### config.mk
export PLATFORM = sky130hd
export DESIGN_NAME = lrzw_cfg
export DESIGN_NICKNAME = d
export VERILOG_FILES = /design/src/design/lrzw_pkg.sv /design/src/design/lrzw_cfg.sv
export SDC_FILE = /design/constraint.sdc
export NUM_CORES = 1
export LEC_CHECK = 0
export BUFFER_PORTS_ARGS = -buffer_cell sky130_fd_sc_hd__buf_4
export CORE_MARGIN = 3
export CORE_UTILIZATION = 50
export DETAILED_ROUTE_END_ITERATION = 8
export PLACE_DENSITY = 0.8
export SYNTH_ARGS = -nofsm -noshare
export SYNTH_HDL_FRONTEND = slang
export SYNTH_SLANG_ARGS = --single-unit
### constraint.sdc
create_clock -name clk_i -period 1.6 [get_ports clk_i]
set_input_delay 0.16 -clock clk_i [delete_from_list [all_inputs] [get_ports clk_i]]
set_output_delay 0.16 -clock clk_i [all_outputs]
set_load 0.005 [all_outputs]
### src/design/lrzw_pkg.sv
// Shared types, register codes and reset values of the lidar region and zone warning core.
package lrzw_pkg;

  localparam int unsigned DEF_RANGE_BITS      = 16;
  localparam int unsigned DEF_ANGLE_BITS      = 16;
  localparam int unsigned DEF_SINE_TABLE_BITS = 10;

  localparam int unsigned FIFO_DEPTH = 4;
  localparam int unsigned FIFO_CNT_W = $clog2(FIFO_DEPTH + 1);

  localparam int unsigned PADDR_W   = 5;
  localparam int unsigned REG_IDX_W = 3;

  localparam logic [REG_IDX_W-1:0] REG_BOX_MIN_X = 3'd0;
  localparam logic [REG_IDX_W-1:0] REG_BOX_MAX_X = 3'd1;
  localparam logic [REG_IDX_W-1:0] REG_BOX_MIN_Y = 3'd2;
  localparam logic [REG_IDX_W-1:0] REG_BOX_MAX_Y = 3'd3;
  localparam logic [REG_IDX_W-1:0] REG_NEAR_LIM  = 3'd4;
  localparam logic [REG_IDX_W-1:0] REG_MID_LIM   = 3'd5;
  localparam logic [REG_IDX_W-1:0] REG_FAR_LIM   = 3'd6;

  localparam logic [15:0] RST_BOX_MIN_X = 16'd100;
  localparam logic [15:0] RST_BOX_MAX_X = 16'd10000;
  localparam logic [15:0] RST_BOX_MIN_Y = 16'hFC18;
  localparam logic [15:0] RST_BOX_MAX_Y = 16'd1000;
  localparam logic [15:0] RST_NEAR_LIM  = 16'd1000;
  localparam logic [15:0] RST_MID_LIM   = 16'd4500;
  localparam logic [15:0] RST_FAR_LIM   = 16'd8000;

  // Pi/2 in Q30, seed of the sine series.
  localparam logic [63:0] HALF_PI_Q30 = 64'd1686629713;

  typedef enum logic [1:0] {
    WARN_NONE = 2'd0,
    WARN_NEAR = 2'd1,
    WARN_MID  = 2'd2,
    WARN_FAR  = 2'd3
  } warn_e;

  // Box bounds are two's complement, zone limits are unsigned.
  typedef struct packed {
    logic [15:0] box_min_x;
    logic [15:0] box_max_x;
    logic [15:0] box_min_y;
    logic [15:0] box_max_y;
    logic [15:0] near_lim;
    logic [15:0] mid_lim;
    logic [15:0] far_lim;
  } cfg_t;

endpackage

### src/design/lrzw_cfg.sv
// APB register bank holding the region box and the zone limits.
module lrzw_cfg (
  input  logic                        clk_i,
  input  logic                        rst_ni,
  input  logic                        psel,
  input  logic                        penable,
  input  logic                        pwrite,
  input  logic [lrzw_pkg::PADDR_W-1:0] paddr,
  input  logic [31:0]                 pwdata,
  output logic [31:0]                 prdata,
  output lrzw_pkg::cfg_t              cfg_o
);

  lrzw_pkg::cfg_t                   cfg_q, cfg_d;
  logic [lrzw_pkg::REG_IDX_W-1:0]   reg_idx;
  logic                             wr_en;

  assign reg_idx = paddr[lrzw_pkg::PADDR_W-1:2];
  assign wr_en   = psel & penable & pwrite;

  always_comb begin
    cfg_d = cfg_q;
    if (wr_en) begin
      case (reg_idx)
        lrzw_pkg::REG_BOX_MIN_X: cfg_d.box_min_x = pwdata[15:0];
        lrzw_pkg::REG_BOX_MAX_X: cfg_d.box_max_x = pwdata[15:0];
        lrzw_pkg::REG_BOX_MIN_Y: cfg_d.box_min_y = pwdata[15:0];
        lrzw_pkg::REG_BOX_MAX_Y: cfg_d.box_max_y = pwdata[15:0];
        lrzw_pkg::REG_NEAR_LIM:  cfg_d.near_lim  = pwdata[15:0];
        lrzw_pkg::REG_MID_LIM:   cfg_d.mid_lim   = pwdata[15:0];
        lrzw_pkg::REG_FAR_LIM:   cfg_d.far_lim   = pwdata[15:0];
        default: ;
      endcase
    end
  end

  always_comb begin
    case (reg_idx)
      lrzw_pkg::REG_BOX_MIN_X: prdata = {16'h0, cfg_q.box_min_x};
      lrzw_pkg::REG_BOX_MAX_X: prdata = {16'h0, cfg_q.box_max_x};
      lrzw_pkg::REG_BOX_MIN_Y: prdata = {16'h0, cfg_q.box_min_y};
      lrzw_pkg::REG_BOX_MAX_Y: prdata = {16'h0, cfg_q.box_max_y};
      lrzw_pkg::REG_NEAR_LIM:  prdata = {16'h0, cfg_q.near_lim};
      lrzw_pkg::REG_MID_LIM:   prdata = {16'h0, cfg_q.mid_lim};
      lrzw_pkg::REG_FAR_LIM:   prdata = {16'h0, cfg_q.far_lim};
      default:                 prdata = 32'h0;
    endcase
  end

  always_ff @(posedge clk_i or negedge rst_ni) begin
    if (!rst_ni) begin
      cfg_q.box_min_x <= lrzw_pkg::RST_BOX_MIN_X;
      cfg_q.box_max_x <= lrzw_pkg::RST_BOX_MAX_X;
      cfg_q.box_min_y <= lrzw_pkg::RST_BOX_MIN_Y;
      cfg_q.box_max_y <= lrzw_pkg::RST_BOX_MAX_Y;
      cfg_q.near_lim  <= lrzw_pkg::RST_NEAR_LIM;
      cfg_q.mid_lim   <= lrzw_pkg::RST_MID_LIM;
      cfg_q.far_lim   <= lrzw_pkg::RST_FAR_LIM;
    end else begin
      cfg_q <= cfg_d;
    end
  end

  assign cfg_o = cfg_q;

endmodule

==> qor.txt <==
post-synthesis adder-cell area fraction -> 0%
# setup viols final -> 12
worst vdd ir -> 0.0005820 V
Crit path required time -> 1.44 ns
total grt overflow -> 0
overall routing resource usage -> 24.07%
Synth Area in Simple Gates -> 4.210%
number of synthesized register bits -> 112
H-tree depth -> 3
switching power -> 2291 uW
residual DRC count -> 0
routability cong. -> 0.8583
Net count, final -> 620
XOR/XNOR share of the synthesized area -> 0%
largest net degree at the start of global routing -> 46
proportion of layout cells with a drive suffix above 1 -> 67.41%
Crit-path slowest cell -> dfrtp_1
area grow syn2layout -> 35.82%
CTS Sinks -> 112
sequential share of the synthesized area -> 53.60%
outcome -> finished, violations left
WL final -> 14400 um
latest clock arrival within the worst-skew pair -> 0.36 ns
Via Count -> 3979
IO Pins -> 186
failing checks -> setup timing
Max Slew Vio Count -> 0
Pwr Density -> 1155 mW/mm^2
clock power share -> 22.5%
Slew headroom -> 37.57%
Yosys cell types -> 30
worst setup margin -> -0.1422 ns
combinational family with the most area after synthesis -> multiplexers
max FFs per register -> 112
height of the chip -> 109.2 um
Max-cap violations -> 0
port buffer count -> 151
deepest clock path buffer count -> 2
final period utilization -> 108.9%
Final ANT Viol Nets -> 0
post-synth top area share -> 34.34%
vias in the first global route -> 4025
minimum clock period -> 1.742 ns
Sum Neg Setup Slack -> -0.9304 ns
core area -> 0.01032 mm^2
multiplexer area fraction after synthesis -> 31.47%
num rows -> 37
Int Power -> 6058 uW
CTS tree -> done
Worst setup EP type -> output pin
complex-gate fraction of the synthesized area -> 5.903%
clk_skew -> 0 ns
initial DRC count -> 201
sw frac -> 27.44%
CP max FO -> 2
FILL cells -> 729
Final Hold Fails -> 0
Num CTS Buffers -> 9
Area after DPL -> 0.006749 mm^2
First-pass DRT Iterations -> 6
Worst-Margin Slew -> 0.9345 ns
initial antenna violation count -> 0
first-pass GRT wire length -> 21710 um
critical path launch point type -> flip-flop
placed cell count -> 677
critical path cell sequence -> mux2_4 > a222oi_1 > o21ai_1 > buf_4
fmax -> 0.5740 GHz
DIE AREA -> 0.01191 mm^2
Clock transition at path regs -> 0.10 ns
Final Non-Filler Cells -> 719
via density per instance -> 5.534
Mapped Cells -> 384
Warnings, synthesis -> 0
syn_area_per_cell -> 13.85 um^2
CP max stage delay -> 0.40 ns
synthesized area -> 0.005320 mm^2
Diodes inserted -> 0
static leakage -> 0.003458 uW
WL/cell -> 20.03 um
combinational share of power -> 29.8%
post-synth top area cell -> dfrtp_1
Area contributors post-synth -> dfrtp_1 34%, mux2_2 25%, dfstp_2 19%
sequential cell fraction of total power -> 47.6%
crit path DAT -> 1.58 ns
fin area -> 0.007226 mm^2
HPWL Detailed -> 10070 um
Overall Power -> 8349 uW
Initial Util -> 51.53%
critical path type -> flip-flop to output pin
RSZ-0062 raised after global routing -> yes
worst min path class -> input pin to flip-flop
Die X -> 109.2 um
clk root buf -> clkbuf_8
## cell families (layout without fill, tap and decap cells)
| kind of cell | count (synthesis) | after routing |
|---|---|---|
| other | 1 | 16 |
| AND/OR/NAND/NOR | 37 | 37 |
| AO/OA/AOI/OAI | 41 | 41 |
| buffers and inverters | 43 | 227 |
| multiplexers | 150 | 150 |
| flip-flops | 112 | 112 |
## cells in the mapped netlist (all sizes together)
cell / number
mux2: 128
dfrtp: 73
dfstp: 39
buf: 35
mux2i: 21
o21a: 15
nand3b: 10
a222oi: 9
o21ai: 9
clkbuf: 7
o221ai: 7
nand2: 6
nand3: 5
nor2: 5
and3b: 2
nand2b: 2
nor2b: 2
or3: 2
a21oi: 1
conb: 1
inv: 1
mux4: 1
nand4: 1
nand4b: 1
nor3b: 1
## placed cells by master (no fill, tap or decap), drive strengths merged
master	count
o21ai	9
nand4b	1
nor2b	2
o21a	15
or3	2
nor2	5
nand2b	2
nand2	6
dlygate4sd3	1
conb	16
nor3b	1
clkbuf	11
mux4	1
inv	2
dfrtp	73
clkinv	2
nand3b	10
a222oi	9
bufinv	2
mux2i	21
mux2	128
o221ai	7
nand4	1
nand3	5
buf	209
and3b	2
a21oi	1
dfstp	39
## critical path: cells and delay by family (launching register included)
| kind | cells | cell delay [ns] |
|---|---|---|
| mux | 1 | 0.27 |
| buf+inv | 1 | 0.16 |
| flops | 1 | 0.40 |
| compound gates | 2 | 0.39 |
## per-layer routing
metal	up-vias	GRT usage, %	part of all wire, %
met3	24	6.394	8.7
met5	-	0	0
met2	167	39.39	48
li1	1769	-	-
met4	0	7.574	2.0
met1	2019	31.32	41
## power by group through the flow
stage / Combinational, uW / Sequential, uW / Clock (uW)
2_1_floorplan: 905 / 3980 / 0
3_3_place_gp: 2180 / 4020 / 0
3_5_place_dp: 2230 / 4050 / 0
4_1_cts: 2450 / 3970 / 1900
5_1_grt: 2710 / 4060 / 2010
6_report: 2490 / 3980 / 1880
## area by class of cell
| class | count | area [um^2] | area share (%) |
|---|---|---|---|
| inverter | 1 | 3.754 | 0.05195 |
| multi-input combinational | 244 | 2338 | 32.36 |
| timing repair buffer | 210 | 1642 | 22.72 |
| clock inverter | 5 | 78.83 | 1.091 |
| sequential | 112 | 2851 | 39.46 |
| clock buffer | 11 | 141.4 | 1.957 |
| tap | 136 | 170.2 | 2.355 |
## worst paths after layout
path	cells after the start	endpoint	slack, ns	from
worst max-delay path	4	prdata[10]	-0.14	cfg_o[42]
max in group asynchronous	3	cfg_o[35]	0.66	rst_ni
worst min register to register	1	cfg_o[107]	0.53	cfg_o[107]
min in group asynchronous	2	cfg_o[73]	0.27	rst_ni
worst min-delay path	2	cfg_o[108]	0.05	pwdata[12]
worst max register to register	3	cfg_o[33]	0.58	cfg_o[33]
## stage by stage
step	util [%]	worst slack [ns]	hold WS (ns)
final	69.99	-0.1422	0.05303
after global routing	69.99	-0.2203	0.05330
after CTS	69.28	-0.1305	0.04484
after detailed placement	65.37	-0.03323	0.1455
after global placement	65.37	-0.03806	0.1459
after floorplan	-	0.1040	-0.1356
## timing repair
item                                    CTS  global route
setup buffers                            19             6
cloned                                    0             0
endpoints found under the setup margin   15            16
gates resized for setup                  15             7
hold buffers                              1             0
pin swaps                                 3             3
hold endpoints to repair                 18             0
Power figures use the tool's default switching activity.
