File: config.mk
export PLATFORM = sky130hd
export DESIGN_NAME = lrzw_back
export DESIGN_NICKNAME = d
export VERILOG_FILES = /design/src/design/lrzw_pkg.sv /design/src/design/lrzw_back.sv
export SDC_FILE = /design/constraint.sdc
export NUM_CORES = 1
export LEC_CHECK = 0
export ABC_AREA = 1
export BUFFER_PORTS_ARGS = -buffer_cell sky130_fd_sc_hd__buf_2
export CAP_MARGIN = 20
export CORE_MARGIN = 2
export CORE_UTILIZATION = 30
export DETAILED_ROUTE_END_ITERATION = 7
export PLACE_DENSITY = 0.71
export SKIP_LAST_GASP = 1
export SLEW_MARGIN = 25
export SYNTH_ARGS = -nofsm -noshare
export SYNTH_HDL_FRONTEND = slang
export SYNTH_SLANG_ARGS = --single-unit
export TNS_END_PERCENT = 5
File: constraint.sdc
create_clock -name clk_i -period 4.2 [get_ports clk_i]
set_input_delay 0.84 -clock clk_i [delete_from_list [all_inputs] [get_ports clk_i]]
set_output_delay 0.84 -clock clk_i [all_outputs]
set_load 0.01 [all_outputs]
File: src/design/lrzw_pkg.sv
// Shared types, register codes and reset values of the lidar region and zone warning core.
package lrzw_pkg;

  localparam int unsigned DEF_RANGE_BITS      = 16;
  localparam int unsigned DEF_ANGLE_BITS      = 16;
  localparam int unsigned DEF_SINE_TABLE_BITS = 10;

  localparam int unsigned FIFO_DEPTH = 4;
  localparam int unsigned FIFO_CNT_W = $clog2(FIFO_DEPTH + 1);

  localparam int unsigned PADDR_W   = 5;
  localparam int unsigned REG_IDX_W = 3;

  localparam logic [REG_IDX_W-1:0] REG_BOX_MIN_X = 3'd0;
  localparam logic [REG_IDX_W-1:0] REG_BOX_MAX_X = 3'd1;
  localparam logic [REG_IDX_W-1:0] REG_BOX_MIN_Y = 3'd2;
  localparam logic [REG_IDX_W-1:0] REG_BOX_MAX_Y = 3'd3;
  localparam logic [REG_IDX_W-1:0] REG_NEAR_LIM  = 3'd4;
  localparam logic [REG_IDX_W-1:0] REG_MID_LIM   = 3'd5;
  localparam logic [REG_IDX_W-1:0] REG_FAR_LIM   = 3'd6;

  localparam logic [15:0] RST_BOX_MIN_X = 16'd100;
  localparam logic [15:0] RST_BOX_MAX_X = 16'd10000;
  localparam logic [15:0] RST_BOX_MIN_Y = 16'hFC18;
  localparam logic [15:0] RST_BOX_MAX_Y = 16'd1000;
  localparam logic [15:0] RST_NEAR_LIM  = 16'd1000;
  localparam logic [15:0] RST_MID_LIM   = 16'd4500;
  localparam logic [15:0] RST_FAR_LIM   = 16'd8000;

  // Pi/2 in Q30, seed of the sine series.
  localparam logic [63:0] HALF_PI_Q30 = 64'd1686629713;

  typedef enum logic [1:0] {
    WARN_NONE = 2'd0,
    WARN_NEAR = 2'd1,
    WARN_MID  = 2'd2,
    WARN_FAR  = 2'd3
  } warn_e;

  // Box bounds are two's complement, zone limits are unsigned.
  typedef struct packed {
    logic [15:0] box_min_x;
    logic [15:0] box_max_x;
    logic [15:0] box_min_y;
    logic [15:0] box_max_y;
    logic [15:0] near_lim;
    logic [15:0] mid_lim;
    logic [15:0] far_lim;
  } cfg_t;

endpackage

File: src/design/lrzw_back.sv
// Back end: near, mid and far zone classifier with per-scan warning state and output register.
module lrzw_back #(
  parameter int unsigned RANGE_BITS = lrzw_pkg::DEF_RANGE_BITS
) (
  input  logic                  clk_i,
  input  logic                  rst_ni,
  input  lrzw_pkg::cfg_t        cfg_i,
  input  logic                  empty_i,
  input  logic [RANGE_BITS-1:0] range_i,
  input  logic                  inside_i,
  input  logic                  last_i,
  output logic                  pop_o,
  output logic                  valid_o,
  input  logic                  ready_i,
  output logic [RANGE_BITS-1:0] roi_range_o,
  output logic                  in_region_o,
  output logic [1:0]            zone_warning_o,
  output logic                  scan_end_o
);

  localparam int unsigned CW = (RANGE_BITS > 16) ? RANGE_BITS : 16;

  logic                  hit_seen_q, hit_seen_d;
  lrzw_pkg::warn_e       warn_q, warn_d, warn_new, code;
  logic                  hit;
  logic [CW-1:0]         dist_mm, near_l, mid_l, far_l;
  logic                  out_v_q;
  logic [RANGE_BITS-1:0] out_range_q;
  logic                  out_in_q, out_last_q;
  lrzw_pkg::warn_e       out_warn_q;

  assign dist_mm = CW'(range_i);
  assign near_l  = CW'(cfg_i.near_lim);
  assign mid_l   = CW'(cfg_i.mid_lim);
  assign far_l   = CW'(cfg_i.far_lim);

  // Zone tests in priority order; mid and far only while no warning is held.
  always_comb begin
    hit  = 1'b0;
    code = lrzw_pkg::WARN_NONE;
    if (inside_i) begin
      if (dist_mm < near_l) begin
        hit  = 1'b1;
        code = lrzw_pkg::WARN_NEAR;
      end else if (warn_q == lrzw_pkg::WARN_NONE && dist_mm > near_l && dist_mm < mid_l) begin
        hit  = 1'b1;
        code = lrzw_pkg::WARN_MID;
      end else if (warn_q == lrzw_pkg::WARN_NONE && dist_mm > mid_l && dist_mm < far_l) begin
        hit  = 1'b1;
        code = lrzw_pkg::WARN_FAR;
      end
    end
  end

  assign warn_new = (hit && hit_seen_q) ? code : warn_q;
  assign pop_o    = !empty_i && (!out_v_q || ready_i);

  always_comb begin
    hit_seen_d = hit_seen_q;
    warn_d     = warn_q;
    if (pop_o) begin
      hit_seen_d = last_i ? 1'b0 : (hit_seen_q | hit);
      warn_d     = last_i ? lrzw_pkg::WARN_NONE : warn_new;
    end
  end

  always_ff @(posedge clk_i) begin
    if (pop_o) begin
      out_range_q <= inside_i ? range_i : '0;
      out_in_q    <= inside_i;
      out_warn_q  <= warn_new;
      out_last_q  <= last_i;
    end
  end

  always_ff @(posedge clk_i or negedge rst_ni) begin
    if (!rst_ni) begin
      hit_seen_q <= 1'b0;
      warn_q     <= lrzw_pkg::WARN_NONE;
      out_v_q    <= 1'b0;
    end else begin
      hit_seen_q <= hit_seen_d;
      warn_q     <= warn_d;
      if (pop_o) begin
        out_v_q <= 1'b1;
      end else if (ready_i) begin
        out_v_q <= 1'b0;
      end
    end
  end

  assign valid_o        = out_v_q;
  assign roi_range_o    = out_range_q;
  assign in_region_o    = out_in_q;
  assign zone_warning_o = out_warn_q;
  assign scan_end_o     = out_last_q;

endmodule

==> results.md <==
- #FFs+latches synth: 24
- Cell variety after synth: 22
- TritonCTS clock tree: done
- DP Cell Count: 486
- Post-cts resize count: 0
- Post-synth top area share: 26.77%
- Setup Skew: 0.0008757 ns
- Die width: 90.48 µm
- Gate Count Post-Synth: 297
- CTS buffer count: 3
- Vias: 2063
- Internal power: 503.0 µW
- Number of vias per cell: 4.210
- Final ANT Viol Nets: 0
- Layout fillers: 761
- Max Transition Viols Final: 0
- Diodes inserted: 0
- Tot GR Track Use: 12.63%
- Starting DRT DRC Count: 25
- Psw: 199.7 µW
- Max Clk Rate: 447.0 MHz
- Hpwl dp: 4569 µm
- H-tree depth: 1
- Vias in the first global route: 2017
- Post-CTS Hold Buffers: 0
- Routability Congestion: 0.7857
- Syn Nets: 478
- Number of buffers and inverters on the critical path: 1
- Hold Vio Cnt, Final: 0
- Core area: 7253 µm²
- Post-route insts no fill: 490
- Leak pwr: 0.001796 µW
- Endpoint kind of the worst setup timing path: flip-flop
- Clk slew on worst S/H paths: 0.08 ns
- Pwr per Cell Area: 242.5 nW/µm²
- FF/Latch Area: 700.7 µm²
- Synth Area in XOR/XNOR: 0%
- # IOs: 156
- PortBufs: 91
- Die height: 90.48 µm
- Sequential cell fraction of total power: 40.8%
- Root buf cell: clkbuf_8
- Post-CTS Setup Bufs: 0
- Arrival time worst endpoint: 2.26 ns
- Sum Neg Setup Slack: 0 ns
- Post-synthesis simple-gate area fraction: 21.75%
- DRC viols: 0
- Drt first pass iters: 4
- Initial antenna violation count: 0
- Clk buf depth: 2
- Total global routing overflow: 0
- First-pass GRT wire length: 8611 µm
- Row cnt: 31
- CP cell instances: buf_2 > ha_1 > nand2_1 > nand2_1 > nand3_1 > nand2_1 > a21oi_1 > nand2_1 > nand3_2 > nand3_2 > nand2_2 > nand2_2 > and2_4
- Clk sinks: 24
- RSZ-0062 raised after global routing: no
- Worst flop-to-flop path startpoint: warn_q[1]
- Maximum VDD drop: 0.1390 mV
- CP max stage cell: ha_1
- Largest cells by area after synthesis: edfxtp_1 (27%), ha_1 (26%), inv_1 (14%)
- Max_cap viols: 0
- Final WL: 5120 µm
- CP peak stage delay: 0.30 ns
- WP depth: 13
- Largest family of logic cells by synthesized area: adder cells
- Worst slew pin tran: 0.3122 ns
- Mux share of post-synthesis cell area: 0%
- Max FO, Critical Path: 4
- Avg Inst Size Synth: 7.554 µm²
- Clock Latency Late Sink: 0.26 ns
- Crit path top cell by count: nand2_1
- Post-synthesis sequential area ratio: 31.23%
- Pin count of the biggest net entering global routing: 24
- Synthesized cell area: 2243 µm²
- CP startpoint: range_i[9]
- Fin Hold WS: 0.3727 ns
- Worst reg2reg path depth: 10
- Slew HR: 79.18%
- Die Area: 8186 µm²
- Tcrit/Tclk final: 53.26%
- Setup violators final: 0
- Delay-heaviest family, CP: simple AND/OR/NAND/NOR gates
- Outcome: finished, final reports clean
- Area of the multi-input gates: 1227 µm²
- Synthesis Warnings: 0
- Design Power: 702.6 µW
- WS Path Type: input pin to flip-flop
- Share of layout cells above drive strength 1: 27.37%
- Worst hold path type: input pin to async pin
- Top cell type by total area after synthesis: edfxtp_1
- Routed len/inst: 10.45 µm
- Clock power frac: 27.9%
- Combinational share of power: 31.3%
- Starting Density: 30.93%
- Synth-to-Final Area Change: 29.17%
- Synth Area in Compound Gates: 6.581%
- Minimum clock period: 2.237 ns
- Final core utilization: 39.95%
- Sw Ratio: 28.42%
- CP Data Required Time: 4.23 ns
- Adder-cell area share of the yosys netlist: 26.21%
- Nets@finish: 573
- Startpoint Class: input pin
worst register-to-register path, cell delays in order (launching register included):
cell and delay, ns:
dfrtp_1 0.40, nor2_1 0.13, inv_1 0.07, nor2_1 0.10, nand3_1 0.09, nor2_1 0.13
nand3_2 0.11, nand3_2 0.09, nand2_2 0.07, nand2_2 0.07, and2_4 0.12
path summary, 6_finish.rpt:
| path | slack [ns] | endpoint |
|---|---|---|
| worst min register to register | 0.52 | valid_o |
| worst max register to register | 2.69 | zone_warning_o[0] |
| min in group clk_i | 0.52 | valid_o |
| max in group asynchronous | 3.70 | warn_q[1] |
| worst max-delay path | 1.96 | zone_warning_o[0] |
| worst min-delay path | 0.37 | valid_o |
cells in the final DEF, fill, tap and decap left out, types with 4 or more instances in the layout:
cell type and instances:
dfrtp_1 4, ha_1 47, edfxtp_1 20, nor2_1 16, o21ai_0 4, nand4_1 6, buf_2 91, inv_1 82
nand2_1 71, a21oi_1 18, nand3_1 8
per-stage QoR:
stage               cell area (µm²)  setup slack, ns
floorplan                      2243            1.236
global placement               2826            1.716
detailed placement             2826            1.683
CTS                            2898            1.956
global route                   2898            1.816
finish                         2898            1.963
synthesized netlist by cell type (all sizes together):
master / instances
nand2: 74
ha: 47
and2: 2
a21boi: 2
edfxtp: 20
nor3: 1
dfrtp: 4
o21ai: 6
clkbuf: 2
a21o: 1
nand4: 6
nor2: 19
nand3: 10
a21oi: 19
inv: 83
nor4: 1
kinds of logic after synthesis:
kind of cell,Yosys count
buf+inv,85
fa+ha+maj,47
simple gates,113
flops,24
compound gates,28
area by class of cell:
type                            count  share of cell area (%)
Multi-Input combinational cell    188                   42.36
Sequential cell                    24                   24.18
Clock buffer                        3                   1.425
Tap cell                           99                   4.275
Clock inverter                      1                   1.036
Timing Repair Buffer               92                   15.98
Inverter                           83                   10.75
sequential cells by signal, indices dropped and copies added, names as in the netlist:
| register | flops |
|---|---|
| hit_seen_q | 1 |
| in_region_o | 1 |
| roi_range_o | 16 |
| scan_end_o | 1 |
| valid_o | 1 |
| warn_q | 2 |
| zone_warning_o | 2 |
per-layer routing:
layer | global-route usage (%) | part of all wire, % | wire (µm)
met5 | 0 | 0 | 0
met4 | 3.718 | 0.84 | 43
met3 | 0.6678 | 3.3 | 169
met2 | 23.38 | 51 | 2610
met1 | 15.71 | 45 | 2296
power by group through the flow:
stage | clock network, µW | registers, µW | logic, µW
4_1_cts | 200 | 287 | 225
2_1_floorplan | 0 | 299 | 130
3_5_place_dp | 0 | 292 | 224
5_1_grt | 206 | 289 | 257
3_3_place_gp | 0 | 292 | 215
6_report | 196 | 287 | 220
Power figures use the tool's default switching activity.
