--- src/design/lrzw_fifo.sv ---
// Small register queue between the projection front end and the zone classifier.
module lrzw_fifo #(
  parameter int unsigned WIDTH = 18,
  parameter int unsigned DEPTH = 4
) (
  input  logic                         clk_i,
  input  logic                         rst_ni,
  input  logic                         push_i,
  input  logic [WIDTH-1:0]             data_i,
  input  logic                         pop_i,
  output logic [WIDTH-1:0]             data_o,
  output logic                         empty_o,
  output logic [$clog2(DEPTH+1)-1:0]   count_o
);

  localparam int unsigned PTR_W = $clog2(DEPTH);
  localparam int unsigned CNT_W = $clog2(DEPTH + 1);

  logic [WIDTH-1:0] mem_q [DEPTH];
  logic [PTR_W-1:0] wr_q, rd_q;
  logic [CNT_W-1:0] cnt_q, cnt_d;

  always_comb begin
    cnt_d = cnt_q;
    if (push_i && !pop_i) begin
      cnt_d = cnt_q + 1'b1;
    end else if (pop_i && !push_i) begin
      cnt_d = cnt_q - 1'b1;
    end
  end

  always_ff @(posedge clk_i) begin
    if (push_i) begin
      mem_q[wr_q] <= data_i;
    end
  end

  always_ff @(posedge clk_i or negedge rst_ni) begin
    if (!rst_ni) begin
      wr_q  <= '0;
      rd_q  <= '0;
      cnt_q <= '0;
    end else begin
      if (push_i) begin
        wr_q <= wr_q + 1'b1;
      end
      if (pop_i) begin
        rd_q <= rd_q + 1'b1;
      end
      cnt_q <= cnt_d;
    end
  end

  assign data_o  = mem_q[rd_q];
  assign empty_o = (cnt_q == '0);
  assign count_o = cnt_q;

endmodule

--- config.mk ---
export PLATFORM = sky130hd
export DESIGN_NAME = lrzw_fifo
export DESIGN_NICKNAME = d
export VERILOG_FILES = /design/src/design/lrzw_fifo.sv
export SDC_FILE = /design/constraint.sdc
export NUM_CORES = 1
export LEC_CHECK = 0
export BUFFER_PORTS_ARGS = -buffer_cell sky130_fd_sc_hd__buf_2
export CORE_MARGIN = 2
export CORE_UTILIZATION = 55
export DETAILED_ROUTE_END_ITERATION = 8
export GPL_ROUTABILITY_DRIVEN = 0
export PLACE_DENSITY = 0.77
export SLEW_MARGIN = 20
export SYNTH_ARGS = -nofsm -noshare
export SYNTH_HDL_FRONTEND = slang
export SYNTH_SLANG_ARGS = --single-unit
--- constraint.sdc ---
create_clock -name clk_i -period 1.6 [get_ports clk_i]
set_input_delay 0.08 -clock clk_i [delete_from_list [all_inputs] [get_ports clk_i]]
set_output_delay 0.08 -clock clk_i [all_outputs]
set_load 0.02 [all_outputs]
==> results of run 1 <==
## stage by stage
step | setup TNS, ps | cells | utilization (%) | hold slack [ps]
2_1_floorplan | 0 | 127 | - | -216
3_3_place_gp | 0 | 249 | 65.3 | -85.6
3_5_place_dp | 0 | 249 | 65.3 | -76.6
4_1_cts | -1630 | 286 | 73.4 | 33.7
5_1_grt | -2090 | 286 | 73.8 | 48.5
6_report | -1180 | 286 | 73.8 | 39.8
## timing repair
item,4_1_cts,5_1_grt
resized for setup,13,6
endpoints found under the hold margin,80,0
buffers inserted,1,1
setup endpoints to repair,18,19
hold buffers,20,0
pin swaps,0,3
## placed cells by master (no fill, tap or decap), types with 7 or more instances in the layout
cell type and count:
buf_2 34, buf_4 12, buf_6 9, clkbuf_8 11
dfrtp_1 7, dlygate4sd3_1 20, edfxtp_1 72, mux4_2 18
## registers in the layout (all words and copies together) (netlist names)
name / cells
rd_q: 2
mem_q: 72
count_o: 3
wr_q: 2
## cell families (layout without fill, tap and decap cells)
| group | count (synthesis) | after routing | share of synthesized area [%] |
|---|---|---|---|
| XOR/XNOR | 6 | 6 | 1.76 |
| buffers and inverters | 8 | 97 | 1.68 |
| flip-flops | 79 | 79 | 78.3 |
| AND/OR/NAND/NOR | 8 | 8 | 1.38 |
| multiplexers | 19 | 19 | 14.0 |
| adder cells (fa/ha/maj) | 6 | 6 | 2.77 |
| AO/OA/AOI/OAI | 1 | 1 | 0.167 |
## power by group
group | internal (mW) | total (mW) | switching (mW)
sequential | 2.73 | 2.90 | 0.175
clock | 0.649 | 1.26 | 0.615
combinational | 1.24 | 2.55 | 1.31
## cell type report
type	instances	share of cell area, %
clock buffer	15	4.36
clock inverter	1	0.131
inverter	4	0.393
multi-input combinational	40	15.8
sequential	79	61.2
tap	70	2.30
timing repair buffer	77	15.8
## final timing paths
path	endpoint
min in group asynchronous	count_o[1]$_DFFE_PN0P_
min reg2reg	count_o[2]$_DFFE_PN0P_
max	data_o[12]
max reg2reg	mem_q[3][8]$_DFFE_PP_
min	wr_q[0]$_DFFE_PN0P_
max in group asynchronous	rd_q[0]$_DFFE_PN0P_
## metal layers
metal / up-vias / part of all wire [%] / GRT usage, %
met4: 0 / 1.4 / 8.57
met1: 763 / 41 / 23.0
li1: 681 / - / -
met3: 8 / 3.3 / 4.53
met2: 33 / 54 / 32.2
met5: - / 0 / 0
==> reports/summary.log, run 1 <==
INFO  final_layout   area.sequential=0.00234mm^2
INFO  die            ios=44
INFO  final_layout   flow.area_growth_from_synthesis=27.8%
INFO  yosys          post_synth_inst_count=127
INFO  timing         fin_worst_skew=4.99ps
INFO  yosys          yosys.area.top_type_share=72.4%
INFO  yosys          synth.ff_latch_count=79
INFO  clock_network  clkLatencyLatePin=330ps
INFO  die            die_w=77.7um
INFO  global_route   grt_pass1_wl=8.15mm
INFO  setup_path     timing.reg2reg.worst_path_depth=3
INFO  setup_path     critPathBufInv=2
INFO  global_route   groute.usage.overall=18.9%
INFO  timing         rsz0062_at_grt=yes
INFO  clock_network  tritoncts=built
INFO  yosys          synth_enable_flop_cells=72
INFO  yosys          yosysMostFrequentCell=edfxtp_1
INFO  power          p_leak=1.41nW
INFO  power          power=6.71mW
INFO  detailed_routing postRouteAntennaNets=0
INFO  yosys          ys_types=17
INFO  placed_design  io_buffers=43
INFO  min_path       min-delay-path-class=input pin to register
INFO  final_layout   nNetsFinal=239
INFO  setup_path     crit_path_start_kind=register
INFO  final_layout   antenna_cells_inserted=0
INFO  yosys          netlist_top_cells_area=edfxtp_1 (72%), mux4_2 (14%), dfrtp_1 (5.9%), ha_1 (2.1%), xor2_1 (1.2%)
INFO  timing         slew_headroom=74.8%
INFO  detailed_routing drt-vias-per-instance=5.19
INFO  timing         final_critical_path_setup_slack=-88.0ps
INFO  detailed_routing via_count=1485
INFO  power          p_per_cell_area=1760mW/mm^2
INFO  yosys          synth.avg_cell_area=23.5um^2
INFO  detailed_routing routed_wl=5.20mm
INFO  power          worst_ir_drop_vdd=0.959mV
INFO  yosys          most_numerous_cell_types_in_the_synthesized_netlist=edfxtp_1 (72), mux4_2 (18), dfrtp_1 (7), ha_1 (5)
INFO  timing         layout_worst_path_cycle_share=106%
INFO  timing         worstMarginPinSlew=378ps
INFO  detailed_routing wl_per_cell=18.2um
INFO  global_route   grt_pass1_vias=1583
INFO  detailed_routing detail_route.first_pass.iterations=4
INFO  setup_path     critPathCaptureType=primary output
INFO  die            area_inside_the_core_boundary=0.00517mm^2
INFO  setup_path     regToRegStartpoint=wr_q[0]$_DFFE_PN0P_
INFO  setup_path     max_stage_delay=520ps
INFO  yosys          synth-warning-count=0
INFO  setup_path     worst-r2r-setup-slack=170ps
INFO  clock_network  clock_sink_count=79
INFO  setup_path     class_of_the_most_critical_setup_path=register to primary output
INFO  die            initial_utilization=57.7%
INFO  detailed_routing remaining_drc_errors=0
INFO  clock_network  clk_pin_slew=70ps
INFO  clock_network  tritoncts.num_buffers=9
INFO  setup_path     timing.critical_path.max_delay_family=multiplexers
INFO  status         run_status=finished, violations left
INFO  setup_path     cp.required=1520ps
INFO  setup_path     cp-startpoint=rd_q[0]$_DFFE_PN0P_
INFO  die            die_height=77.7um
INFO  min_path       worst_hold_startpoint=push_i
INFO  setup_path     critPathSlowestCell=mux4_2
INFO  final_layout   fillers=284
INFO  status         failed_checks=setup timing
INFO  yosys          synth.net_count=155
INFO  yosys          postSynth.topFlopCell=edfxtp_1
INFO  placed_design  detailedPlacementHpwl=3.57mm
INFO  timing         maxSlewViolCount=0
INFO  timing         max_freq=0.592GHz
INFO  die            dieArea=0.00603mm^2
INFO  min_path       timing.hold.worst_path_depth=2
INFO  setup_path     critical_path.cell_chain=buf_12, mux4_2, buf_2
INFO  global_route   largest_net_degree_at_the_start_of_global_routing=13
INFO  run            drv.max_cap_violation_count=0
INFO  timing         hold_viol=0
INFO  final_layout   design_area=0.00382mm^2
INFO  yosys          synthesis.area=0.00299mm^2
INFO  setup_path     critPathMaxFanout=11
INFO  global_route   antenna_found_initial=0
INFO  clock_network  cts-htree-levels=3
INFO  placed_design  placed_area=0.00338mm^2
INFO  clock_network  root_buffer_cell=clkbuf_8
INFO  detailed_routing detailedRoute.firstIterationViolations=120
INFO  timing         report.final.setup_viol=18
INFO  placed_design  pre_cts_slack=151ps
INFO  final_layout   multi_input_area=603um^2
INFO  timing         final.min_clock_period=1690ps
INFO  setup_path     cp.depth=3
INFO  final_layout   drive_above_1_share=41.7%
INFO  clock_network  clk_path_buf_depth=2
INFO  global_route   globalRouteOverflowTotal=0
INFO  yosys          synthDominantAreaCellType=edfxtp_1
INFO  yosys          synth-seq-area-share=78.3%
INFO  setup_path     signal_arrival_time_at_the_worst_endpoint=1610ps
INFO  die            rows=26
INFO  yosys          postSynth.asyncResetShare=8.86%
(Power assumes the default switching activity.)
==> inputs of run 2 (changes only) <==
--- a/config.mk
+++ b/config.mk
@@ -6,11 +6,14 @@
 export NUM_CORES = 1
 export LEC_CHECK = 0
 export BUFFER_PORTS_ARGS = -buffer_cell sky130_fd_sc_hd__buf_2
+export CAP_MARGIN = 10
 export CORE_MARGIN = 2
 export CORE_UTILIZATION = 55
 export DETAILED_ROUTE_END_ITERATION = 8
 export GPL_ROUTABILITY_DRIVEN = 0
+export HOLD_SLACK_MARGIN = 0.05
 export PLACE_DENSITY = 0.77
+export SETUP_SLACK_MARGIN = 0.2
 export SLEW_MARGIN = 20
 export SYNTH_ARGS = -nofsm -noshare
 export SYNTH_HDL_FRONTEND = slang
==> reports/summary.log, run 2 (synthesis results as in run 1) <==
INFO  status         run_status=finished, violations left [unchanged]
INFO  status         failed_checks=setup timing [unchanged]
INFO  detailed_routing routed_wl=6.04mm [was 5.20 mm]
INFO  final_layout   layout.cells.most_common_list=edfxtp_1 (72), buf_2 (25), dlygate4sd3_1 (21), mux4_2 (18), buf_6 (18) [was edfxtp_1 (72), buf_2 (34), dlygate4sd3_1 (20), mux4_2 (18), buf_4 (12)]
INFO  die            area_inside_the_core_boundary=0.00517mm^2 [unchanged]
INFO  placed_design  dp.cells=245 [was 249]
INFO  die            dieArea=0.00603mm^2 [unchanged]
INFO  power          p_leak=1.50nW [was 1.41 nW]
INFO  final_layout   multi_input_area=604um^2 [was 603 um^2]
INFO  global_route   grt_pass1_wl=9.46mm [was 8.15 mm]
INFO  global_route   grt_util_met3=5.81% [was 4.53%]
INFO  die            die_height=77.7um [unchanged]
INFO  power          power=7.71mW [was 6.71 mW]
INFO  timing         report.final.setup_viol=18 [unchanged]
INFO  final_layout   fillers=263 [was 284]
INFO  clock_network  clk_pin_slew=80ps [was 70 ps]
INFO  die            ios=44 [unchanged]
INFO  global_route   grt_pass1_vias=1673 [was 1583]
INFO  final_layout   final_core_utilization=78.2% [was 73.8%]
INFO  global_route   globalRouteMet2Util=38.6% [was 32.2%]
INFO  placed_design  detailedPlacementHpwl=3.17mm [was 3.57 mm]
INFO  setup_path     critPathCaptureType=primary output [unchanged]
INFO  timing         max_freq=0.564GHz [was 0.592 GHz]
INFO  setup_path     critical_path.cell_chain=buf_12, buf_16, mux4_2, buf_6 [was buf_12, mux4_2, buf_2]
INFO  final_layout   commonest_non_fill_non_tap_cell_in_the_layout=edfxtp_1 [unchanged]
INFO  setup_path     signal_arrival_time_at_the_worst_endpoint=1690ps [was 1610 ps]
INFO  timing         worstMarginPinSlew=177ps [was 378 ps]
INFO  detailed_routing detail_route.first_pass.iterations=5 [was 4]
INFO  clock_network  clock_sink_count=79 [unchanged]
INFO  timing         slew_headroom=88.2% [was 74.8%]
INFO  global_route   globalRouteOverflowTotal=0 [unchanged]
INFO  setup_path     timing.critical_path.max_delay_family=multiplexers [unchanged]
INFO  detailed_routing remaining_drc_errors=0 [unchanged]
INFO  final_layout   antenna_cells_inserted=0 [unchanged]
INFO  detailed_routing wl_per_cell=20.8um [was 18.2 um]
INFO  power          p_per_cell_area=1910mW/mm^2 [was 1760 mW/mm^2]
INFO  global_route   groute.usage.overall=22.3% [was 18.9%]
INFO  setup_path     critPathSlowestCell=mux4_2 [unchanged]
INFO  detailed_routing detailedRoute.firstIterationViolations=102 [was 120]
INFO  clock_network  clk_path_buf_depth=2 [unchanged]
INFO  setup_path     cp.required=1520ps [about the same]
INFO  clock_network  tritoncts.num_buffers=9 [unchanged]
INFO  timing         rsz0062_at_grt=yes [unchanged]
INFO  clock_network  tritoncts=built [unchanged]
INFO  clock_network  clkLatencyLatePin=340ps [was 330 ps]
INFO  timing         maxSlewViolCount=0 [unchanged]
INFO  setup_path     crit_path_start_kind=register [unchanged]
INFO  run            drv.max_cap_violation_count=0 [unchanged]
INFO  setup_path     critPathMaxFanout=5 [was 11]
INFO  global_route   grt_util_met1=26.9% [was 23.0%]
INFO  global_route   antenna_found_initial=0 [unchanged]
INFO  final_layout   final_cells=290 [was 286]
INFO  detailed_routing via_count=1568 [was 1485]
INFO  setup_path     class_of_the_most_critical_setup_path=register to primary output [unchanged]
INFO  timing         final_critical_path_setup_slack=-173ps [was -88.0 ps]
INFO  final_layout   nNetsFinal=243 [was 239]
INFO  die            die_w=77.7um [unchanged]
INFO  detailed_routing drt-vias-per-instance=5.41 [was 5.19]
INFO  timing         layout_worst_path_cycle_share=111% [was 106%]
INFO  final_layout   area.sequential=0.00234mm^2 [about the same]
INFO  clock_network  cts-htree-levels=3 [unchanged]
INFO  min_path       min-delay-path-class=input pin to asynchronous set/reset pin [was input pin to register]
INFO  setup_path     max_stage_delay=520ps [about the same]
INFO  die            initial_utilization=57.7% [unchanged]
INFO  final_layout   regMostFlops=mem_q [unchanged]
INFO  final_layout   flow.area_growth_from_synthesis=35.5% [was 27.8%]
INFO  die            rows=26 [unchanged]
INFO  clock_network  root_buffer_cell=clkbuf_8 [unchanged]
INFO  global_route   largest_net_degree_at_the_start_of_global_routing=19 [was 13]
INFO  timing         final.min_clock_period=1770ps [was 1690 ps]
INFO  detailed_routing postRouteAntennaNets=0 [unchanged]
INFO  timing         hold_viol=0 [unchanged]
INFO  final_layout   design_area=0.00405mm^2 [was 0.00382 mm^2]
INFO  setup_path     critPathBufInv=3 [was 2]
INFO  final_layout   drive_above_1_share=45.0% [was 41.7%]
INFO  global_route   global_route.peak_usage_layer=met2 [unchanged]
INFO  placed_design  io_buffers=43 [unchanged]
INFO  power          worst_ir_drop_vdd=1.36mV [was 0.959 mV]
INFO  final_layout   flip_flop_count_of_the_largest_register_after_layout=72 [unchanged]
INFO  placed_design  placed_area=0.00336mm^2 [was 0.00338 mm^2]
INFO  timing         fin_worst_skew=5.80ps [was 4.99 ps]
==> run 2: repair_timing <==
action,CTS,global route
hold buffers,21,0
gates cloned,3,0
gates resized for setup,40,1
setup buffers,4,1
pin swaps,0,3
hold endpoints to repair,83,0
setup endpoints to repair,19,19
==> run 2: routing by layer <==
layer | share of wire, % | up-vias
met5 | 0 | -
met4 | 1.6 | 0
met3 | 5.3 | 10
met2 | 55 | 63
met1 | 38 | 807
li1 | - | 688
==> run 2: final cells by class <==
cell class | instances | area share (%)
tap | 70 | 2.16
clock inverter | 6 | 2.10
sequential | 79 | 57.8
multi-input combinational | 40 | 14.9
clock buffer | 10 | 3.15
timing repair buffer | 81 | 19.5
inverter | 4 | 0.371
==> run 2: power breakdown <==
part / internal, mW / switching [mW] / total, mW
combinational: 1.75 / 1.48 / 3.23
clock: 0.873 / 0.691 / 1.56
sequential: 2.73 / 0.191 / 2.92
total: 5.35 / 2.36 / 7.71
==> run 2: path summary, 6_finish.rpt <==
kind	depth (start not counted)	to	slack (ps)	startpoint
hold / removal	2	wr_q[1]$_DFFE_PN0P_	90	rst_ni
max in group asynchronous	2	rd_q[0]$_DFFE_PN0P_	1330	rst_ni
hold reg to reg	1	count_o[2]$_DFFE_PN0P_	530	count_o[2]$_DFFE_PN0P_
min in group clk_i	3	count_o[0]$_DFFE_PN0P_	170	push_i
setup reg to reg	4	count_o[2]$_DFFE_PN0P_	270	count_o[1]$_DFFE_PN0P_
setup / recovery	4	data_o[9]	-170	rd_q[0]$_DFFE_PN0P_
==> run 2: metrics by stage <==
stage | hold WS, ps | TNS [ps] | setup WS [ps]
3_3_place_gp | -86.6 | 0 | 194
3_5_place_dp | -79.3 | 0 | 153
6_report | 91.1 | -2700 | -173
4_1_cts | 76.4 | -2800 | -173
2_1_floorplan | -216 | 0 | 210
5_1_grt | 102 | -3740 | -239
==> inputs of run 3 (changes only) <==
--- a/config.mk
+++ b/config.mk
@@ -9,6 +9,7 @@
 export CAP_MARGIN = 10
 export CORE_MARGIN = 2
 export CORE_UTILIZATION = 55
+export CTS_BUF_LIST = sky130_fd_sc_hd__clkbuf_16
 export DETAILED_ROUTE_END_ITERATION = 8
 export GPL_ROUTABILITY_DRIVEN = 0
 export HOLD_SLACK_MARGIN = 0.05
==> reports/summary.log, run 3 (synthesis results as in run 1) <==
INFO  power          sw_frac_of_total=29.9% [was 30.6%]
INFO  final_layout   regMostFlops=mem_q [unchanged]
INFO  setup_path     timing.reg2reg.worst_path_depth=4 [unchanged]
INFO  final_layout   drive_above_1_share=44.0% [was 45.0%]
INFO  global_route   grt_pass1_vias=1665 [was 1673]
INFO  global_route   grt_pass1_wl=8.94mm [was 9.46 mm]
INFO  final_layout   fillers=270 [was 263]
INFO  status         run_status=finished, violations left [unchanged]
INFO  global_route   global_route.peak_usage_layer=met2 [unchanged]
INFO  setup_path     max_stage_delay=530ps [was 520 ps]
INFO  timing         fin_worst_skew=3.96ps [was 5.80 ps]
INFO  timing         hold_viol=0 [unchanged]
INFO  final_layout   layout.cells.most_common_list=edfxtp_1 (72), buf_2 (41), dlygate4sd3_1 (21), mux4_2 (18) [was edfxtp_1 (72), buf_2 (25), dlygate4sd3_1 (21), mux4_2 (18), buf_6 (18)]
INFO  timing         layout_worst_path_cycle_share=109% [was 111%]
INFO  setup_path     cp.required=1520ps [about the same]
INFO  final_layout   flip_flop_count_of_the_largest_register_after_layout=72 [unchanged]
INFO  power          seqPwrFrac=38.8% [was 37.8%]
INFO  detailed_routing postRouteAntennaNets=0 [unchanged]
INFO  detailed_routing routed_wl=5.70mm [was 6.04 mm]
INFO  final_layout   commonest_non_fill_non_tap_cell_in_the_layout=edfxtp_1 [unchanged]
INFO  die            die_w=77.7um [unchanged]
INFO  clock_network  root_buffer_cell=clkbuf_16 [was clkbuf_8]
INFO  detailed_routing detail_route.first_pass.iterations=4 [was 5]
INFO  die            initial_utilization=57.7% [unchanged]
INFO  detailed_routing via_count=1538 [was 1568]
INFO  setup_path     worst-r2r-setup-slack=280ps [was 270 ps]
INFO  power          p_per_cell_area=1910mW/mm^2 [about the same]
INFO  clock_network  tritoncts=built [unchanged]
INFO  die            die_height=77.7um [unchanged]
INFO  power          p_leak=1.47nW [was 1.50 nW]
INFO  global_route   globalRouteMet2Util=36.6% [was 38.6%]
INFO  setup_path     class_of_the_most_critical_setup_path=register to primary output [unchanged]
INFO  setup_path     regToRegStartpoint=count_o[1]$_DFFE_PN0P_ [unchanged]
INFO  global_route   groute.usage.overall=21.1% [was 22.3%]
INFO  global_route   antenna_found_initial=0 [unchanged]
INFO  global_route   grt_util_met1=23.7% [was 26.9%]
INFO  timing         slew_headroom=87.8% [was 88.2%]
INFO  timing         rsz0062_at_grt=yes [unchanged]
INFO  power          combinationalPowerShare=33.2% [was 41.9%]
INFO  setup_path     critPathMaxFanout=9 [was 5]
INFO  final_layout   final_core_utilization=76.5% [was 78.2%]
INFO  setup_path     critPathSlowestCell=mux4_2 [unchanged]
INFO  clock_network  cts-htree-levels=3 [unchanged]
INFO  setup_path     critPathBufInv=2 [was 3]
INFO  clock_network  tritoncts.num_buffers=9 [unchanged]
INFO  detailed_routing drt-vias-per-instance=5.36 [was 5.41]
INFO  clock_network  clock_sink_count=79 [unchanged]
INFO  clock_network  clk_pin_slew=60ps [was 80 ps]
INFO  clock_network  clkLatencyLatePin=330ps [was 340 ps]
INFO  min_path       min-delay-path-class=input pin to asynchronous set/reset pin [unchanged]
INFO  setup_path     rr_endpoint=count_o[2]$_DFFE_PN0P_ [unchanged]
INFO  setup_path     signal_arrival_time_at_the_worst_endpoint=1670ps [was 1690 ps]
INFO  run            drv.max_cap_violation_count=0 [unchanged]
INFO  power          power_switching=2.26mW [was 2.36 mW]
INFO  final_layout   area.sequential=0.00234mm^2 [unchanged]
INFO  final_layout   flow.area_growth_from_synthesis=32.5% [was 35.5%]
INFO  placed_design  pre_cts_slack=153ps [unchanged]
INFO  status         failed_checks=setup timing [unchanged]
INFO  timing         worstMarginPinSlew=183ps [was 177 ps]
INFO  setup_path     timing.critical_path.max_delay_family=multiplexers [unchanged]
INFO  placed_design  placed_area=0.00336mm^2 [unchanged]
INFO  final_layout   design_area=0.00396mm^2 [was 0.00405 mm^2]
INFO  power          p_int=5.29mW [was 5.35 mW]
INFO  setup_path     critPathCaptureType=primary output [unchanged]
INFO  timing         final.min_clock_period=1750ps [was 1770 ps]
INFO  global_route   grt_util_met3=5.58% [was 5.81%]
INFO  setup_path     critical_path.cell_chain=buf_12, mux4_2, buf_2 [was buf_12, buf_16, mux4_2, buf_6]
INFO  timing         report.final.setup_viol=18 [unchanged]
INFO  global_route   largest_net_degree_at_the_start_of_global_routing=19 [unchanged]
INFO  detailed_routing remaining_drc_errors=0 [unchanged]
INFO  die            area_inside_the_core_boundary=0.00517mm^2 [unchanged]
INFO  placed_design  detailedPlacementHpwl=3.17mm [unchanged]
INFO  final_layout   multi_input_area=604um^2 [unchanged]
INFO  die            dieArea=0.00603mm^2 [unchanged]
INFO  timing         max_freq=0.572GHz [was 0.564 GHz]
INFO  die            ios=44 [unchanged]
INFO  timing         final.hold.worst_slack=102ps [was 91.1 ps]
INFO  power          pwr-share-clk=28.0% [was 20.3%]
INFO  clock_network  clk_path_buf_depth=2 [unchanged]
INFO  final_layout   nNetsFinal=239 [was 243]
INFO  global_route   globalRouteOverflowTotal=0 [unchanged]
INFO  die            rows=26 [unchanged]
INFO  timing         final_critical_path_setup_slack=-149ps [was -173 ps]
INFO  power          power=7.56mW [was 7.71 mW]
INFO  detailed_routing detailedRoute.firstIterationViolations=125 [was 102]
INFO  placed_design  io_buffers=43 [unchanged]
INFO  timing         maxSlewViolCount=0 [unchanged]
INFO  power          worst_ir_drop_vdd=1.31mV [was 1.36 mV]
INFO  detailed_routing wl_per_cell=19.9um [was 20.8 um]
INFO  setup_path     crit_path_start_kind=register [unchanged]
==> run 3: changes by cell type in the layout (fill, tap and decap cells not counted), sizes merged <==
| cell | change |
|---|---|
| buf | -4 |
| clkbuf | -1 |
| diode | +1 |
| inv | +1 |
==> run 3: layout make-up <==
cell class              instances  area share, %
clock buffers                   9           5.69
multi-input cells              40           15.3
well taps                      70           2.21
diodes                          1         0.0633
clock inverters                 7           2.25
flip-flops and latches         79           59.1
inverters                       4          0.380
repair buffers                 77           15.0
==> run 3: worst reg2reg max path: stages (launching register included) <==
cell and delay, ps:
dfrtp_1 410, fa_2 370, xor2_1 150, nor2_1 140
xor2_1 170
==> run 3: timing repair <==
action,in CTS,in global routing
endpoints found under the setup margin,19,19
setup buffers,2,1
gates resized for setup,2,5
pin swaps,0,3
endpoints found under the hold margin,83,0
cloned,1,0
hold buffers,21,0
==> run 3: power by group through the flow <==
stage | registers (mW) | clock network [mW] | logic, mW
floorplan | 2.93 | 0 | 1.53
global placement | 2.91 | 0 | 2.23
detailed placement | 2.95 | 0 | 2.29
CTS | 2.93 | 2.14 | 2.47
global route | 2.97 | 2.23 | 2.67
finish | 2.93 | 2.12 | 2.51
==> run 3: worst max-delay path by stage <==
stage / from / end / slack, ps / cells past startpoint
4_1_cts: rd_q[0]$_DFFE_PN0P_ / data_o[14] / -160 / 3
3_3_place_gp: rd_q[0]$_DFFE_PN0P_ / data_o[6] / 190 / 3
2_1_floorplan: count_o[0]$_DFFE_PN0P_ / count_o[2]$_DFFE_PN0P_ / 210 / 4
6_report: rd_q[0]$_DFFE_PN0P_ / data_o[14] / -150 / 3
5_1_grt: rd_q[0]$_DFFE_PN0P_ / data_o[14] / -190 / 3
3_5_place_dp: push_i / count_o[2]$_DFFE_PN0P_ / 150 / 7
==> run 3: per-layer routing <==
layer,wire length [um],vias to the layer above
li1,-,682
met1,2080,784
met2,3190,58
met3,276,14
met4,153,0
met5,0,-
==> run 3: per-stage QoR <==
stage | setup TNS [ps] | std cells
final | -1890 | 287
after CTS | -1990 | 285
after floorplan | 0 | 127
after detailed placement | 0 | 245
after global routing | -2660 | 286
after global placement | 0 | 245
